`src/hdl/bpc_pkg.sv`:
```
// ---------------------------------------------------------------------------
// bpc_pkg: shared types and constants
// Key modes, outcome codes, config register map and the structs that pass
// between the button press classifier modules.
// ---------------------------------------------------------------------------
package bpc_pkg;

  localparam int MAX_SLOTS    = 4;
  localparam int SLOT_W       = 2;
  localparam int SLOT_COUNT_W = 3;
  localparam int DEBOUNCE_W   = 16;
  localparam int THR_W        = 24;
  localparam int TIME_W       = 32;
  localparam int CFG_INDEX_W  = 3;
  localparam int CFG_DATA_W   = 24;

  // config register map
  localparam logic [CFG_INDEX_W-1:0] CFG_DEBOUNCE   = 3'd0;
  localparam logic [CFG_INDEX_W-1:0] CFG_SLOT_COUNT = 3'd1;
  localparam logic [CFG_INDEX_W-1:0] CFG_LONG_MASK  = 3'd2;
  localparam logic [CFG_INDEX_W-1:0] CFG_EXIT_MASK  = 3'd3;
  localparam logic [CFG_INDEX_W-1:0] CFG_THR_ZERO   = 3'd4;
  localparam logic [CFG_INDEX_W-1:0] CFG_THR_ONE    = 3'd5;
  localparam logic [CFG_INDEX_W-1:0] CFG_THR_TWO    = 3'd6;
  localparam logic [CFG_INDEX_W-1:0] CFG_THR_THREE  = 3'd7;

  // item kinds
  localparam logic ACT_KEY  = 1'b0;
  localparam logic ACT_TICK = 1'b1;

  typedef enum logic [1:0] {
    MODE_RELEASED = 2'd0,
    MODE_PRESSED  = 2'd1,
    MODE_DEBOUNCE = 2'd2,
    MODE_HANDLED  = 2'd3
  } mode_t;

  typedef enum logic [1:0] {
    OUT_NONE    = 2'd0,
    OUT_FIRED   = 2'd1,
    OUT_IGNORED = 2'd2,
    OUT_NO_SLOT = 2'd3
  } outcome_t;

  typedef struct packed {
    logic [DEBOUNCE_W-1:0]              debounce_time;
    logic [SLOT_COUNT_W-1:0]            slot_count;
    logic [MAX_SLOTS-1:0]               long_mask;
    logic [MAX_SLOTS-1:0]               exit_mask;
    logic [MAX_SLOTS-1:0][THR_W-1:0]    thr;
  } cfg_t;

  typedef struct packed {
    logic              hit;
    logic [SLOT_W-1:0] idx;
    logic              exit_req;
    logic              last_long;
    logic [THR_W-1:0]  last_thr;
  } pick_t;

  typedef struct packed {
    outcome_t          outcome;
    logic [SLOT_W-1:0] slot_index;
    logic              exit_request;
    logic [TIME_W-1:0] hold_duration;
    logic              wakeup_pending;
    mode_t             key_mode_out;
  } result_t;

endpackage

```
`src/hdl/bpc_ifs.sv`:
```
// ---------------------------------------------------------------------------
// bpc_ifs: stream channels
// Valid/ready channels for key/tick items and for classifier results.
// ---------------------------------------------------------------------------
interface bpc_item_if;
  logic valid;
  logic ready;
  logic action;
  logic key_level;

  modport source (output valid, action, key_level, input ready);
  modport sink   (input valid, action, key_level, output ready);
endinterface

interface bpc_result_if;
  logic        valid;
  logic        ready;
  logic [1:0]  outcome;
  logic [1:0]  slot_index;
  logic        exit_request;
  logic [31:0] hold_duration;
  logic        wakeup_pending;
  logic [1:0]  key_mode_out;

  modport source (output valid, outcome, slot_index, exit_request, hold_duration,
                  wakeup_pending, key_mode_out, input ready);
  modport sink   (input valid, outcome, slot_index, exit_request, hold_duration,
                  wakeup_pending, key_mode_out, output ready);
endinterface

```
`src/hdl/button_press_classifier.sv`:
```
// ---------------------------------------------------------------------------
// button_press_classifier: short/long press detector for one key
// Input register, single-pass step logic, result register; one result
// beat for every item beat.
// ---------------------------------------------------------------------------
//
//   channel  dir  beat contents                         handshake
//   -------  ---  ------------------------------------  -----------
//   item     in   action, key_level                     valid/ready
//   result   out  outcome, slot_index, exit_request,    valid/ready
//                 hold_duration, wakeup_pending,
//                 key_mode_out
//   cfg      in   cfg_index, cfg_data                   cfg_we only
//
// One item per cycle sustained while the result side takes beats. An item
// waits in the input register, then the step logic (one add/subtract
// chain and four parallel threshold compares) commits state and loads
// the result register.
// Reset (rst, synchronous) clears key mode, time, wakeup and both valids;
// config returns to its defaults. Stamps are written before any use.
// A stalled result holds; the input register still takes one more item.
//
module button_press_classifier (
  input  logic                              clk,
  input  logic                              rst,
  input  logic                              cfg_we,
  input  logic [bpc_pkg::CFG_INDEX_W-1:0]   cfg_index,
  input  logic [bpc_pkg::CFG_DATA_W-1:0]    cfg_data,
  bpc_item_if.sink                          item,
  bpc_result_if.source                      result
);

  bpc_pkg::cfg_t    cfg;
  bpc_pkg::result_t step_res;
  bpc_pkg::result_t res_q;

  // input register
  logic item_valid_q;
  logic action_q;
  logic key_level_q;

  logic res_valid;
  logic advance;

  // step fires when an item is waiting and the result slot is free or draining
  assign advance    = item_valid_q && (!res_valid || result.ready);
  assign item.ready = !item_valid_q || advance;

  bpc_cfg_regs u_cfg (
    .clk       (clk),
    .rst       (rst),
    .cfg_we    (cfg_we),
    .cfg_index (cfg_index),
    .cfg_data  (cfg_data),
    .cfg       (cfg)
  );

  bpc_step u_step (
    .clk       (clk),
    .rst       (rst),
    .en        (advance),
    .action    (action_q),
    .key_level (key_level_q),
    .cfg       (cfg),
    .res       (step_res)
  );

  always_ff @(posedge clk) begin
    if (rst) begin
      item_valid_q <= 1'b0;
    end else if (item.ready) begin
      item_valid_q <= item.valid;
    end
  end

  always_ff @(posedge clk) begin
    if (item.ready && item.valid) begin
      action_q    <= item.action;
      key_level_q <= item.key_level;
    end
  end

  // result register
  always_ff @(posedge clk) begin
    if (rst) begin
      res_valid <= 1'b0;
    end else if (advance) begin
      res_valid <= 1'b1;
    end else if (result.ready) begin
      res_valid <= 1'b0;
    end
  end

  always_ff @(posedge clk) begin
    if (advance) begin
      res_q <= step_res;
    end
  end

  assign result.valid          = res_valid;
  assign result.outcome        = res_q.outcome;
  assign result.slot_index     = res_q.slot_index;
  assign result.exit_request   = res_q.exit_request;
  assign result.hold_duration  = res_q.hold_duration;
  assign result.wakeup_pending = res_q.wakeup_pending;
  assign result.key_mode_out   = res_q.key_mode_out;

endmodule

```
`src/hdl/bpc_cfg_regs.sv`:
```
// ---------------------------------------------------------------------------
// bpc_cfg_regs: configuration register file
// Write-only registers for debounce time, slot setup and thresholds.
// ---------------------------------------------------------------------------
module bpc_cfg_regs (
  input  logic                               clk,
  input  logic                               rst,
  input  logic                               cfg_we,
  input  logic [bpc_pkg::CFG_INDEX_W-1:0]    cfg_index,
  input  logic [bpc_pkg::CFG_DATA_W-1:0]     cfg_data,
  output bpc_pkg::cfg_t                      cfg
);

  always_ff @(posedge clk) begin
    if (rst) begin
      cfg.debounce_time <= bpc_pkg::DEBOUNCE_W'(50);
      cfg.slot_count    <= bpc_pkg::SLOT_COUNT_W'(1);
      cfg.long_mask     <= '0;
      cfg.exit_mask     <= '0;
      cfg.thr[0]        <= bpc_pkg::THR_W'(1000);
      cfg.thr[1]        <= '0;
      cfg.thr[2]        <= '0;
      cfg.thr[3]        <= '0;
    end else if (cfg_we) begin
      unique case (cfg_index)
        bpc_pkg::CFG_DEBOUNCE:   cfg.debounce_time <= cfg_data[bpc_pkg::DEBOUNCE_W-1:0];
        bpc_pkg::CFG_SLOT_COUNT: cfg.slot_count <= cfg_data[bpc_pkg::SLOT_COUNT_W-1:0];
        bpc_pkg::CFG_LONG_MASK:  cfg.long_mask <= cfg_data[bpc_pkg::MAX_SLOTS-1:0];
        bpc_pkg::CFG_EXIT_MASK:  cfg.exit_mask <= cfg_data[bpc_pkg::MAX_SLOTS-1:0];
        bpc_pkg::CFG_THR_ZERO:   cfg.thr[0] <= cfg_data[bpc_pkg::THR_W-1:0];
        bpc_pkg::CFG_THR_ONE:    cfg.thr[1] <= cfg_data[bpc_pkg::THR_W-1:0];
        bpc_pkg::CFG_THR_TWO:    cfg.thr[2] <= cfg_data[bpc_pkg::THR_W-1:0];
        bpc_pkg::CFG_THR_THREE:  cfg.thr[3] <= cfg_data[bpc_pkg::THR_W-1:0];
        default: ;
      endcase
    end
  end

endmodule

```
`src/hdl/bpc_slot_pick.sv`:
```
// ---------------------------------------------------------------------------
// bpc_slot_pick: slot selection
// Parallel threshold compares; short slots ascending, then long slots
// descending. Also reports the last slot in use for press arming.
// ---------------------------------------------------------------------------
module bpc_slot_pick (
  input  bpc_pkg::cfg_t                 cfg,
  input  logic [bpc_pkg::TIME_W-1:0]    hold,
  output bpc_pkg::pick_t                pick
);

  logic [bpc_pkg::SLOT_COUNT_W-1:0] n;
  logic [bpc_pkg::SLOT_W-1:0]       last;
  logic [bpc_pkg::MAX_SLOTS-1:0]    below;

  // clamp slot count to 1..MAX_SLOTS
  always_comb begin
    if (cfg.slot_count == '0) begin
      n = bpc_pkg::SLOT_COUNT_W'(1);
    end else if (cfg.slot_count > bpc_pkg::SLOT_COUNT_W'(bpc_pkg::MAX_SLOTS)) begin
      n = bpc_pkg::SLOT_COUNT_W'(bpc_pkg::MAX_SLOTS);
    end else begin
      n = cfg.slot_count;
    end
  end

  assign last = bpc_pkg::SLOT_W'(n - bpc_pkg::SLOT_COUNT_W'(1));

  always_comb begin
    for (int i = 0; i < bpc_pkg::MAX_SLOTS; i++) begin
      below[i] = hold < {{(bpc_pkg::TIME_W - bpc_pkg::THR_W){1'b0}}, cfg.thr[i]};
    end
  end

  always_comb begin
    logic done;
    int   k;
    done = 1'b0;
    pick.hit = 1'b0;
    pick.idx = '0;
    // short slots from the bottom, stop at the first long one
    for (int i = 0; i < bpc_pkg::MAX_SLOTS; i++) begin
      if (!done && (i < int'(n))) begin
        if (cfg.long_mask[i]) begin
          done = 1'b1;
        end else if (below[i]) begin
          pick.hit = 1'b1;
          pick.idx = bpc_pkg::SLOT_W'(i);
          done = 1'b1;
        end
      end
    end
    // long slots from the top, stop at the first short one
    done = pick.hit;
    for (int j = 0; j < bpc_pkg::MAX_SLOTS; j++) begin
      k = bpc_pkg::MAX_SLOTS - 1 - j;
      if (!done && (k < int'(n))) begin
        if (!cfg.long_mask[k]) begin
          done = 1'b1;
        end else if (!below[k]) begin
          pick.hit = 1'b1;
          pick.idx = bpc_pkg::SLOT_W'(k);
          done = 1'b1;
        end
      end
    end
    pick.exit_req  = pick.hit & cfg.exit_mask[pick.idx];
    pick.last_long = cfg.long_mask[last];
    pick.last_thr  = cfg.thr[last];
  end

endmodule

```
`src/hdl/bpc_step.sv`:
```
// ---------------------------------------------------------------------------
// bpc_step: key state and step logic
// Holds mode, time and stamps; computes one result per item and updates
// the state when the item is committed.
// ---------------------------------------------------------------------------
module bpc_step (
  input  logic              clk,
  input  logic              rst,
  input  logic              en,
  input  logic              action,
  input  logic              key_level,
  input  bpc_pkg::cfg_t     cfg,
  output bpc_pkg::result_t  res
);

  bpc_pkg::mode_t              key_mode, key_mode_next;
  logic [bpc_pkg::TIME_W-1:0]  time_now, time_now_next;
  logic [bpc_pkg::TIME_W-1:0]  press_stamp, press_stamp_next;
  logic [bpc_pkg::TIME_W-1:0]  release_stamp, release_stamp_next;
  logic                        wakeup_armed, wakeup_armed_next;
  logic [bpc_pkg::TIME_W-1:0]  wakeup_stamp, wakeup_stamp_next;

  logic [bpc_pkg::TIME_W-1:0]  time_inc;
  logic [bpc_pkg::TIME_W-1:0]  since_wakeup;
  logic                        debouncing;
  logic [bpc_pkg::TIME_W-1:0]  judge_stamp;
  logic [bpc_pkg::TIME_W-1:0]  hold;
  bpc_pkg::pick_t              pick;

  assign time_inc     = time_now + bpc_pkg::TIME_W'(1);
  assign since_wakeup = time_inc - wakeup_stamp;
  assign debouncing   = (key_mode == bpc_pkg::MODE_DEBOUNCE);
  assign judge_stamp  = debouncing ? release_stamp : time_inc;
  assign hold         = judge_stamp - press_stamp;

  bpc_slot_pick u_pick (
    .cfg  (cfg),
    .hold (hold),
    .pick (pick)
  );

  always_comb begin
    logic [bpc_pkg::TIME_W-1:0] stamp;
    key_mode_next      = key_mode;
    time_now_next      = time_now;
    press_stamp_next   = press_stamp;
    release_stamp_next = release_stamp;
    wakeup_armed_next  = wakeup_armed;
    wakeup_stamp_next  = wakeup_stamp;
    res.outcome        = bpc_pkg::OUT_NONE;
    res.slot_index     = '0;
    res.exit_request   = 1'b0;
    res.hold_duration  = '0;
    stamp = (key_mode == bpc_pkg::MODE_RELEASED) ? time_now : press_stamp;

    if (action == bpc_pkg::ACT_KEY) begin
      unique case (key_mode)
        bpc_pkg::MODE_RELEASED, bpc_pkg::MODE_DEBOUNCE: begin
          if (key_level) begin
            press_stamp_next  = stamp;
            key_mode_next     = bpc_pkg::MODE_PRESSED;
            wakeup_armed_next = pick.last_long;
            if (pick.last_long) begin
              wakeup_stamp_next = stamp +
                {{(bpc_pkg::TIME_W - bpc_pkg::THR_W){1'b0}}, pick.last_thr};
            end
          end
        end
        bpc_pkg::MODE_PRESSED: begin
          if (!key_level) begin
            key_mode_next      = bpc_pkg::MODE_DEBOUNCE;
            release_stamp_next = time_now;
            wakeup_armed_next  = 1'b1;
            wakeup_stamp_next  = time_now +
              {{(bpc_pkg::TIME_W - bpc_pkg::DEBOUNCE_W){1'b0}}, cfg.debounce_time};
          end
        end
        bpc_pkg::MODE_HANDLED: begin
          if (!key_level) key_mode_next = bpc_pkg::MODE_RELEASED;
        end
        default: ;
      endcase
    end else begin
      time_now_next = time_inc;
      // expired when the wrapped difference is not negative
      if (wakeup_armed && !since_wakeup[bpc_pkg::TIME_W-1]) begin
        release_stamp_next = judge_stamp;
        res.hold_duration  = hold;
        if (pick.hit) begin
          res.outcome      = bpc_pkg::OUT_FIRED;
          res.slot_index   = pick.idx;
          res.exit_request = pick.exit_req;
        end else begin
          res.outcome = debouncing ? bpc_pkg::OUT_IGNORED : bpc_pkg::OUT_NO_SLOT;
        end
        wakeup_armed_next = 1'b0;
        key_mode_next = debouncing ? bpc_pkg::MODE_RELEASED : bpc_pkg::MODE_HANDLED;
      end
    end
    res.wakeup_pending = wakeup_armed_next;
    res.key_mode_out   = key_mode_next;
  end

  always_ff @(posedge clk) begin
    if (rst) begin
      key_mode     <= bpc_pkg::MODE_RELEASED;
      time_now     <= '0;
      wakeup_armed <= 1'b0;
    end else if (en) begin
      key_mode     <= key_mode_next;
      time_now     <= time_now_next;
      wakeup_armed <= wakeup_armed_next;
    end
  end

  always_ff @(posedge clk) begin
    if (en) begin
      press_stamp   <= press_stamp_next;
      release_stamp <= release_stamp_next;
      wakeup_stamp  <= wakeup_stamp_next;
    end
  end

endmodule

```
`src/flat_wrapper.sv`:
```
// flat-port wrapper written by rule: the top's interface ports become plain ports
module button_press_classifier_flat 
  (clk, rst, cfg_we, cfg_index, cfg_data, item_valid, item_action, item_key_level, item_ready, result_valid, result_outcome, result_slot_index, result_exit_request, result_hold_duration, result_wakeup_pending, result_key_mode_out, result_ready);
  bpc_item_if item_i ();
  bpc_result_if result_i ();
  input  logic clk;
  input  logic rst;
  input  logic cfg_we;
  input  logic [bpc_pkg::CFG_INDEX_W-1:0] cfg_index;
  input  logic [bpc_pkg::CFG_DATA_W-1:0] cfg_data;
  input wire logic [$bits(item_i.valid)-1:0] item_valid;
  input wire logic [$bits(item_i.action)-1:0] item_action;
  input wire logic [$bits(item_i.key_level)-1:0] item_key_level;
  output wire logic [$bits(item_i.ready)-1:0] item_ready;
  output wire logic [$bits(result_i.valid)-1:0] result_valid;
  output wire logic [$bits(result_i.outcome)-1:0] result_outcome;
  output wire logic [$bits(result_i.slot_index)-1:0] result_slot_index;
  output wire logic [$bits(result_i.exit_request)-1:0] result_exit_request;
  output wire logic [$bits(result_i.hold_duration)-1:0] result_hold_duration;
  output wire logic [$bits(result_i.wakeup_pending)-1:0] result_wakeup_pending;
  output wire logic [$bits(result_i.key_mode_out)-1:0] result_key_mode_out;
  input wire logic [$bits(result_i.ready)-1:0] result_ready;
  assign item_i.valid = item_valid;
  assign item_i.action = item_action;
  assign item_i.key_level = item_key_level;
  assign item_ready = item_i.ready;
  assign result_valid = result_i.valid;
  assign result_outcome = result_i.outcome;
  assign result_slot_index = result_i.slot_index;
  assign result_exit_request = result_i.exit_request;
  assign result_hold_duration = result_i.hold_duration;
  assign result_wakeup_pending = result_i.wakeup_pending;
  assign result_key_mode_out = result_i.key_mode_out;
  assign result_i.ready = result_ready;
  button_press_classifier u_core (.clk(clk), .rst(rst), .cfg_we(cfg_we), .cfg_index(cfg_index), .cfg_data(cfg_data), .item(item_i), .result(result_i));
endmodule
```
`config.mk`:
```
export PLATFORM = sky130hd
export DESIGN_NAME = button_press_classifier_flat
export DESIGN_NICKNAME = d
export VERILOG_FILES = /design/src/hdl/bpc_pkg.sv /design/src/hdl/bpc_ifs.sv /design/src/hdl/button_press_classifier.sv /design/src/hdl/bpc_cfg_regs.sv /design/src/hdl/bpc_slot_pick.sv /design/src/hdl/bpc_step.sv /design/src/flat_wrapper.sv
export SDC_FILE = /design/constraint.sdc
export NUM_CORES = 1
export LEC_CHECK = 0
export BUFFER_PORTS_ARGS = -buffer_cell sky130_fd_sc_hd__clkbuf_2
export CAP_MARGIN = 10
export CORE_UTILIZATION = 25
export CTS_CLUSTER_DIAMETER = 50
export DETAILED_ROUTE_END_ITERATION = 16
export GPL_TIMING_DRIVEN = 0
export PLACE_DENSITY_LB_ADDON = 0.15
export SKIP_LAST_GASP = 1
export SLEW_MARGIN = 10
export SYNTH_ARGS = -nofsm -noshare
export SYNTH_HDL_FRONTEND = slang
export SYNTH_SLANG_ARGS = --single-unit
```
`constraint.sdc`:
```
create_clock -name clk -period 6.7 [get_ports clk]
set_input_delay 2.01 -clock clk [delete_from_list [all_inputs] [get_ports clk]]
set_output_delay 2.01 -clock clk [all_outputs]
set_load 0.02 [all_outputs]
```
==> impl_metrics.ini <==
[run_status]
status = finished, final reports clean

[detailed_routing]
viasPerCell = 4.83
via_count = 17509
drtIter0Drc = 995
route.detailed.drc = 0
wire_per_inst_um = 20.1
drtAntennaViolNets = 0
wl_um = 72900
first_pass_iters = 7

[synthesis]
synth_edf_count = 138
synth_cells = 2344
synth_ff_type = dfxtp_1
avgSynthCellArea_sq_um = 8.72
synth_cell_types = 81
syn-num-nets = 2576
ys_seq_area_share_pct = 36.0
synth-seq-cells = 298
netlist_area_sq_um = 20400
synthArstFlopShare_pct = 0
yosys_warnings = 0

[hold_path]
min_path_type = reg -> reg
min_from = u_core.u_cfg.cfg[32]$_SDFFE_PP0P_

[die]
die_w_um = 288
num_io_pins = 76
coreArea_sq_um = 80700
die_y_um = 288
fp.dieArea_sq_um = 82900
start_util_pct = 25.3
row_count = 104

[global_route]
gr-usage-met3_pct = 2.14
grt_max_degree = 34
antenna_found_initial = 0
grt_use_met1_pct = 22.9
overflow = 0
grt_util_all_layers_pct = 17.5
first_global_vias = 17514
grt_use_met2_pct = 29.6
gr-max-usage-layer = met2
grt_pass1_wl_um = 109000

[setup_path]
cp_data_arrival_time_ps = 6890
start_kind = flip-flop
cp.required_ps = 7020
cp_slowest_cell = a221oi_4
worst_path_largest_cell_delay_ps = 370
rr_startpoint = u_core.u_step.time_now[0]$_SDFFE_PP0P_
end_kind = flip-flop
reg2reg_slack_ps = 130
worstSetupPathType = reg -> reg
startpoint = u_core.u_step.time_now[0]$_SDFFE_PP0P_
critPathMaxFanout = 6
cp_top_family = simple AND/OR/NAND/NOR gates
crit_buf_inv = 1
cp_common_cell = nand3_4

[layout]
seq_area_sq_um = 7380
diodes = 0
fin_cells = 3624
nNetsFinal = 2753
drive_above_1_share_pct = 18.3
multi_input_area_sq_um = 12800
area_growth_pct = 23.8
fillCellCount = 8456

[job]
maxCapViolations = 0

[power_and_ir_drop]
ir_drop_mv = 0.159
p_leak_uw = 0.0101
power_density_nw_per_um2 = 203

[sta]
hold_violations = 0
skew_ps = 37.0
rsz0062_at_grt = yes
timing.final.max_slew_violations = 0
clock.fmax_ghz = 0.152
slew-limit-headroom_pct = 23.0
setup_viol = 0
finalCritPeriodShare_pct = 98.0
min_period_ps = 6570
layout_setup_ws_ps = 134
worstMarginPinSlew_ps = 1150

[placed_design]
dp.cells = 3481
port_buffers = 69
hpwl_um = 58100
place_ws_ps = -2700
gp_congestion = 0.869

[clock_tree]
cts_made_buffers = 52
cts_tree = done
clock-sinks = 298
clock_latency_ps = 610
cts_root_buf = clkbuf_16
htree_levels = 2
clockBufferDepth = 3
clk_pin_slew_ps = 60
## per-layer routing
metal	wire length (um)	vias up
li1	-	8616
met1	33400	8397
met2	34300	372
met3	2710	124
met4	2490	0
met5	0	-
## logic make-up (layout without fill, tap and decap cells)
| group | count (synthesis) | count (layout) | synth area share [%] |
|---|---|---|---|
| adders and majority gates | 198 | 198 | 12.2 |
| buffers and inverters | 308 | 527 | 5.79 |
| and+or+nand+nor | 764 | 764 | 17.0 |
| xor gates and xnor gates | 134 | 134 | 5.82 |
| muxes | 102 | 102 | 6.88 |
| AOI/OAI and AO/OA | 540 | 541 | 16.3 |
| DFF | 298 | 298 | 36.0 |
## path summary, 6_finish.rpt
path | endpoint | cells after the start
max | u_core.result.exit_request$_SDFFCE_PN0P_ | 28
min | u_core.u_cfg.cfg[32]$_SDFFE_PP0P_ | 2
max reg2reg | u_core.result.exit_request$_SDFFCE_PN0P_ | 28
min reg2reg | u_core.u_cfg.cfg[32]$_SDFFE_PP0P_ | 2
## placed cells by master (no fill, tap or decap), types with 56 or more instances in the layout
cell type | netlist | final
nor2_1 | 143 | 134
buf_4 | 3 | 56
o21ai_0 | 102 | 92
clkbuf_2 | 0 | 74
nand2_1 | 369 | 361
inv_1 | 195 | 193
edfxtp_1 | 138 | 138
ha_1 | 195 | 180
a21oi_1 | 234 | 227
xnor2_1 | 78 | 72
clkbuf_1 | 93 | 83
dfxtp_1 | 160 | 147
## what timing repair did
action	CTS	global route
endpoints found under the setup margin	88	44
pin swaps	16	31
hold buffers	0	0
hold endpoints to repair	0	0
cloned	1	0
gates resized for setup	105	103
setup buffers	20	29
## cell usage after synthesis (40+ instances only)
library cell,count,share of area (%)
mux2_2,57,3.1
nor2_1,143,2.6
nand3_1,46,1.1
dfxtp_1,160,16
ha_1,195,12
edfxtp_1,138,20
xor2_1,54,2.3
o21ai_0,102,2.5
nor2b_1,40,1.2
a21o_1,40,1.5
inv_1,195,3.6
nand2_1,369,6.8
clkbuf_1,93,1.7
xnor2_1,78,3.3
a21oi_1,234,5.7
## final cells by class
class / count / share of cell area (%)
Buffer: 109 / 1.94
Clock buffer: 61 / 5.56
Clock inverter: 36 / 1.47
Inverter: 195 / 2.89
Multi-Input combinational cell: 1739 / 50.5
Sequential cell: 298 / 29.2
Tap cell: 1060 / 5.24
Timing Repair Buffer: 126 / 3.18
## registers in the layout, summed over array words and instances, names as in the netlist
register / count
u_core.result.slot_index: 2
u_core.result.hold_duration: 32
u_core.result.exit_request: 1
u_core.result.outcome: 2
u_core.result.wakeup_pending: 1
u_core.u_cfg.cfg: 123
u_core.result.key_mode_out: 2
u_core.u_step.release_stamp: 32
u_core.u_step.time_now: 32
u_core.u_step.wakeup_armed: 1
u_core.result.valid: 1
u_core.u_step.key_mode: 2
u_core.u_step.press_stamp: 32
u_core.u_step.wakeup_stamp: 32
u_core.action_q: 1
u_core.key_level_q: 1
u_core.item_valid_q: 1
## tightest hold or removal path: stages, from the launching register on
cell and delay (ps):
dfxtp_1 320, nand2_1 50, a21oi_1 50
## power breakdown
part           total [uW]  internal (uW)  switching (uW)
clock                2750           1660            1090
combinational         430            147             282
sequential           1950           1930            21.8
total                5130           3740            1400
## metrics by stage
stage	total power [uW]	hold WS, ps	utilization, %	setup TNS (ps)	area, sq um
3_5_place_dp	2400	465	27.5	-96580	22200
6_report	5130	472	31.4	0	25300
5_1_grt	5320	497	31.4	-184	25300
2_1_floorplan	2240	440	-	0	20400
4_1_cts	5190	473	30.5	-86.6	24600
3_3_place_gp	2390	455	27.4	-169370	22100
No activity file was read; power rests on OpenSTA's default activity.
